[src/design/tcpw_pkg.sv]
// Shared widths, types and constants for the triangle closest point weight pipeline.
`timescale 1ns / 1ps
package tcpw_pkg;
	localparam int CW      = 32;
	localparam int DW      = CW + 1;
	localparam int LW      = 32;
	localparam int DPW     = 2 * DW + 2;
	localparam int PPW     = 2 * DPW;
	localparam int NW      = PPW + 3;
	localparam int QW      = 31;
	localparam int FW      = 32;
	localparam int MUL_LAT = 5;
	localparam int DOT_LAT = MUL_LAT + 1;
	localparam int DIV_LAT = FW + 2;

	localparam logic [QW-1:0] ONE_Q30 = QW'(32'h4000_0000);

	typedef logic signed [CW-1:0]  coord_t;
	typedef logic signed [DW-1:0]  crd_t;
	typedef logic signed [DPW-1:0] dot_t;
	typedef logic signed [NW-1:0]  num_t;
	typedef logic [QW-1:0]         wgt_t;

	typedef enum logic [1:0] {
		MODE_PLANE,
		MODE_EDGE_A,
		MODE_EDGE_B,
		MODE_EDGE_C
	} mode_t;

	typedef struct packed {
		logic  degen;
		mode_t mode;
	} ctl_t;
endpackage

[src/design/tcpw_mul.sv]
// Pipelined signed multiplier built from 32x32 limb products.
`timescale 1ns / 1ps
module tcpw_mul #(
	parameter int WA = 33,
	parameter int WB = 33
) (
	input  logic                    clk,
	input  logic                    en,
	input  logic signed [WA-1:0]    a,
	input  logic signed [WB-1:0]    b,
	output logic signed [WA+WB-1:0] p
);
	import tcpw_pkg::*;

	localparam int NA = (WA + LW - 1) / LW;
	localparam int NB = (WB + LW - 1) / LW;
	localparam int PW = WA + WB;
	localparam int RW = (NB + 1) * LW;

	logic [WA-1:0]      abs_a;
	logic [WB-1:0]      abs_b;
	logic [NA*LW-1:0]   ma_s1;
	logic [NB*LW-1:0]   mb_s1;
	logic               neg_s1, neg_s2, neg_s3, neg_s4;
	logic [2*LW-1:0]    pp_s2 [NA][NB];
	logic [RW-1:0]      row_c [NA];
	logic [RW-1:0]      row_s3 [NA];
	logic [PW-1:0]      sum_c;
	logic [PW-1:0]      sum_s4;
	logic signed [PW-1:0] p_s5;

	assign abs_a = a[WA-1] ? (~a + 1'b1) : a;
	assign abs_b = b[WB-1] ? (~b + 1'b1) : b;

	always_comb begin
		for (int i = 0; i < NA; i++) begin
			row_c[i] = '0;
			for (int j = 0; j < NB; j++) begin
				row_c[i] = row_c[i] + (RW'(pp_s2[i][j]) << (j * LW));
			end
		end
	end

	always_comb begin
		sum_c = '0;
		for (int i = 0; i < NA; i++) begin
			sum_c = sum_c + (PW'(row_s3[i]) << (i * LW));
		end
	end

	always_ff @(posedge clk) begin
		if (en) begin
			ma_s1  <= (NA*LW)'(abs_a);
			mb_s1  <= (NB*LW)'(abs_b);
			neg_s1 <= a[WA-1] ^ b[WB-1];
			for (int i = 0; i < NA; i++) begin
				for (int j = 0; j < NB; j++) begin
					pp_s2[i][j] <= ma_s1[i*LW +: LW] * mb_s1[j*LW +: LW];
				end
			end
			neg_s2 <= neg_s1;
			row_s3 <= row_c;
			neg_s3 <= neg_s2;
			sum_s4 <= sum_c;
			neg_s4 <= neg_s3;
			p_s5   <= neg_s4 ? (~sum_s4 + 1'b1) : sum_s4;
		end
	end

	assign p = p_s5;
endmodule

[config.mk]
export PLATFORM = sky130hd
export DESIGN_NAME = tcpw_mul
export DESIGN_NICKNAME = d
export VERILOG_FILES = /design/src/design/tcpw_pkg.sv /design/src/design/tcpw_mul.sv
export SDC_FILE = /design/constraint.sdc
export NUM_CORES = 2
export LEC_CHECK = 0
export BUFFER_PORTS_ARGS = -buffer_cell sky130_fd_sc_hd__buf_2
export CAP_MARGIN = 10
export CORE_ASPECT_RATIO = 0.9
export CORE_UTILIZATION = 55
export CTS_CLUSTER_DIAMETER = 30
export DETAILED_ROUTE_END_ITERATION = 16
export GPL_TIMING_DRIVEN = 0
export PLACE_DENSITY_LB_ADDON = 0.2
export SKIP_LAST_GASP = 1
export SLEW_MARGIN = 20
export SYNTH_ARGS = -nofsm -noshare
export SYNTH_HDL_FRONTEND = slang
export SYNTH_SLANG_ARGS = --single-unit
[constraint.sdc]
create_clock -name clk -period 10.27 [get_ports clk]
set_input_delay 1.5405 -clock clk [delete_from_list [all_inputs] [get_ports clk]]
set_output_delay 1.5405 -clock clk [all_outputs]
set_load 0.02 [all_outputs]
# Yosys cells after proc, flatten, opt, wreduce, memory -nomap -nowiden

Memory sizes are Yosys's and may differ from the RTL's.
Cells that the tools add are included.

Flip-flop bits (word level): 302
Bits of input ports: 68
Logic and storage cells: 32
Output and inout bits: 66
Bits in writable memories: 194
Memories: 1

Memories:

| memory | words | bits a word | rd ports | clocked after memory_dff | write ports | line           | text |
|---|---|---|---|---|---|---|---|
| pp_s2  | 2     | 97          | 2        | 0                        | 2           | tcpw_mul.sv:25 | `logic [2*LW-1:0] pp_s2 [NA][NB];` |

Bitwise logic cells: 4
Multipliers: 4
Multiplexer cells: 5
$add $sub $neg: 6

Operators by type and width:

| operator              | number |
|---|---|
| $add 33x1->33 const B | 2 |
| $add 64x66->66        | 1 |
| $add 66x1->66 const B | 1 |
| $add 66x66->66        | 1 |
| $mux 66               | 1 |
| $not 33->33           | 2 |
| $not 66->66           | 1 |
| $mul 32x32->64        | 1 |
| $mux 32               | 2 |
| $add 34x34->34        | 1 |
| $mul 1x32->33         | 1 |
| $mul 32x1->33         | 1 |
| $mul 1x1->2           | 1 |
| $mux 1                | 2 |
| $xor 1x1->1           | 1 |

# Depth between registers and ports, before layout

Depth after elaboration: 3
Gate-level depth with buffers: 28
Depth with buffers taken out: 26

# Worst setup path before layout

No wires, ideal clock.

Kind: reg-to-reg
Start: reg mb_s1[3]
End: mem pp_s2[0][88] (netlist name) (data pin)
Arrival: 7.103 ns
Path slack: 2.902 ns
Cell stages (with the launch flop): 27
Buffers on the path: 2
Cell sequence: edfxtp_1 > clkbuf_1 > and2_1 > fa_1 > inv_1 > fa_1 > fa_1 > fa_1 > inv_1 > fa_1 > inv_1 > fa_1 > inv_1 > fa_1 > fa_1 > ha_1 > clkbuf_1 > nand4_1 > or2_2 > a211o_1 > a21oi_1 > o2111a_1 > nor2_1 > o31ai_1 > and4_1 > a21boi_0 > xnor2_1

RTL lines:

| what                   | line           | text |
|---|---|---|
| start, declared        | tcpw_mul.sv:23 | `logic [NB*LW-1:0] mb_s1;` |
| start signal, assigned | tcpw_mul.sv:54 | `mb_s1 <= (NB*LW)'(abs_b);` |
| end, declared          | tcpw_mul.sv:25 |  |

==> results.py <==
metrics = {
    "global_route": {
        "grt_pass1_vias": 38400,
        "antenna_found_initial": 34,
        "grt.overflow.total": 0,
        "grt_start_max_net_pins": 117,
        "grt_pass1_wl_um": 257000,
        "grtUsageTotal": 0.380,
    },
    "layout": {
        "fin_nets": 6497,
        "fill_cell_total_of_the_finished_layout": 7909,
        "flow.area_growth_from_synthesis_pct": 10.1,
        "multi_input_comb_area_um2": 35000,
        "sequential_cell_area_um2": 12900,
        "layout-drive-gt1-share": 0.0604,
        "stdcell_count": 6531,
    },
    "timing": {
        "grt_setup_unrepaired": "no",
        "setup-violations-final": 0,
        "finalMaxSlewViolations": 0,
        "maxSlewHeadroom": 0.0834,
        "skew_ns": 0.0547,
        "hold_viol_final": 0,
        "timing_worst_slew_pin_value_ns": 1.37,
        "min_period_over_period": 0.974,
        "max_freq_ghz": 0.100,
        "finalWorstPathRequiredPeriod_ns": 10.0,
        "fin_tns_setup_ns": 0,
    },
    "placed_design": {
        "routabilityCongestion": 1.03,
        "placed_cells": 6358,
        "portBuffers": 133,
        "dp_hpwl_um": 142000,
    },
    "cts": {
        "clock_sinks": 429,
        "clock_tree.buffer_depth": 3,
        "postCtsSetupBuffers": 0,
        "worstSkewPairLatency_ns": 0.65,
        "count_of_h_tree_levels_built_during_cts": 3,
        "ctsHoldBuffers": 0,
        "cts.reportedPaths.clkPinSlew_ns": 0.05,
        "cts_tree": "built",
        "post_cts_resized": 0,
        "ctsRootBufferMaster": "clkbuf_16",
        "tritoncts.num_buffers": 82,
    },
    "critical_path": {
        "critical_path_required_ns": 10.63,
        "cp_common_cell": "fa_1",
        "critical-path-max-stage-delay_ns": 0.95,
        "critPathSlowestCell": "clkbuf_1",
        "worst-endpoint-arrival_ns": 10.36,
        "critPathCaptureType": "register",
        "path_class": "reg2reg",
        "worstSetupStartpointType": "register",
        "ff2ff_path_depth": 27,
        "top_fanout_value_on_the_critical_path": 10,
    },
    "floorplanning": {
        "rows": 106,
        "die_x_um": 327,
        "die_area_um2": 96100,
        "effective_utilization_at_floorplan": 0.559,
        "die_height_um": 294,
        "ioPinCount": 134,
        "core-area_um2": 93400,
    },
    "worst_hold_path": {
        "hold-path-cell-count": 0,
        "hold_class": "reg2reg",
    },
    "route": {
        "routed-wl-met2_um": 73300,
        "routed.top_layer": "met5",
        "initialDrtViolationCount": 3798,
        "detail_route.wirelength_um": 177000,
        "vias_per_cell": 5.73,
        "wl_met1_um": 71200,
        "num_vias": 37400,
        "met3WireLength_um": 24600,
        "drt_pass1_iterations": 5,
        "drtAntennaViolNets": 0,
        "number_of_remaining_drc_errors": 0,
        "routed_wirelength_normalized_by_instance_count_um": 27.1,
    },
    "synth": {
        "synthesis.area_um2": 52200,
        "avgSynthCellArea_um2": 10.5,
        "yosys.area.top_type": "fa_1",
        "synth.yosys.seq_area_share": 0.247,
        "synth-edff-count": 429,
        "synth.area.top_cells": "fa_1 (34%), edfxtp_1 (25%), and2_1 (8.2%)",
        "syn-instance-count": 4979,
        "area_share_of_the_leading_cell_type_in_the_synthesized_netlist": 0.345,
        "asr_flop_ratio_synth": 0,
        "post_synth_num_cell_types": 64,
        "number_of_register_bits_inferred_by_synthesis": 429,
        "synthesis.nets": 6276,
        "yosys_most_used_dff": "edfxtp_1",
        "synth-warning-count": 0,
    },
    "flow_run": {
        "max-cap-violations": 0,
    },
    "run_status": {
        "outcome": "finished clean",
    },
}
-- final timing paths --
path | start | endpoint | slack (ns)
worst max register to register | ma_s1[9] | pp_s2[0][88] | 0.27
worst min-delay path | pp_s2[0][43] | row_s3[106] | 0.39
worst max-delay path | ma_s1[9] | pp_s2[0][88] | 0.27
worst min register to register | pp_s2[0][43] | row_s3[106] | 0.39
-- cells by family after synthesis --
kind of cell,Yosys count,share of synthesized area
AOI/OAI and AO/OA,474,0.0586
xor gates and xnor gates,241,0.0405
adders and majority gates,1229,0.424
buffers and inverters,1130,0.0813
DFF,429,0.247
and+or+nand+nor,1476,0.149
-- critical path: cells and delay by family, from the launching register on --
family,cells,cell delay (ns)
fa+ha+maj,9,4.25
compound gates,5,1.66
simple gates,5,1.26
flops,1,0.80
buf+inv,7,1.55
xor+xnor,1,0.16
-- synthesized netlist by cell type, types with 3 or more instances --
library cell and instances:
or3_1 19, nand2b_1 20, nor3_1 21, o21ai_0 115
o21a_1 23, or2_2 8, ha_1 331, xnor2_1 198
and2_1 686, a31oi_1 17, a31o_2 3, nand4_1 17
a21o_1 63, and3_1 13, nor4_1 12, o211ai_1 6
a221oi_1 5, clkbuf_1 230, fa_1 898, a211o_1 4
a211oi_1 9, nand3b_1 5, a21oi_1 120, a221o_1 3
edfxtp_1 429, inv_1 900, nand3_1 22, o31ai_1 40
nand2_1 530, o41ai_1 19, o31a_1 4, nor2b_1 19
nor2_1 74, and4_1 5, a21boi_0 3, or4_1 14
a41oi_1 3, xor2_1 43, o21bai_1 17
-- cell type report --
class,count,area share
timing repair buffer,137,0.0137
multi-input combinational,3420,0.610
inverter,900,0.0588
sequential,429,0.224
tap,1242,0.0271
clock buffer,86,0.0360
clock inverter,65,0.0134
buffer,230,0.0155
antenna,22,0.000959
-- cells in the final DEF (no fill, tap or decap), types with 19 or more instances in the layout --
| master | n |
|---|---|
| o41ai_1 | 19 |
| xor2_1 | 43 |
| ha_1 | 331 |
| clkbuf_1 | 214 |
| fa_1 | 898 |
| a21o_1 | 63 |
| o31ai_1 | 40 |
| nand2b_1 | 20 |
| a21oi_1 | 120 |
| nand3_1 | 22 |
| diode_2 | 22 |
| edfxtp_1 | 429 |
| or3_1 | 19 |
| nand2_1 | 530 |
| nor2b_1 | 19 |
| nor2_1 | 74 |
| o21a_1 | 23 |
| clkbuf_2 | 20 |
| inv_1 | 900 |
| clkbuf_16 | 82 |
| xnor2_1 | 198 |
| buf_2 | 132 |
| nor3_1 | 21 |
| and2_1 | 686 |
| o21ai_0 | 115 |
-- through the flow --
stage,area [µm²],hold slack (ns),setup WS (ns),util
finish,57400,0.393,0.271,0.615
detailed placement,54500,0.405,0.621,0.584
global route,57400,0.394,0.175,0.614
CTS,57400,0.380,0.583,0.614
global placement,54400,0.401,0.508,0.582
floorplan,52200,0.400,2.90,-
-- state kept, by name (all words and copies together) (netlist names) --
signal  count
ma_s1      33
mb_s1      33
neg_s1      1
neg_s2      1
neg_s3      1
neg_s4      1
p          66
pp_s2     129
row_s3     98
sum_s4     66
-- layer usage --
layer / up-vias / GRT usage
li1: 16100 / -
met4: 30 / 0.146
met3: 437 / 0.150
met2: 2152 / 0.547
met5: - / 0
met1: 18700 / 0.515
Power is not shown: default switching activity piles up to over one toggle a cycle in this logic, so the estimate is an artifact.
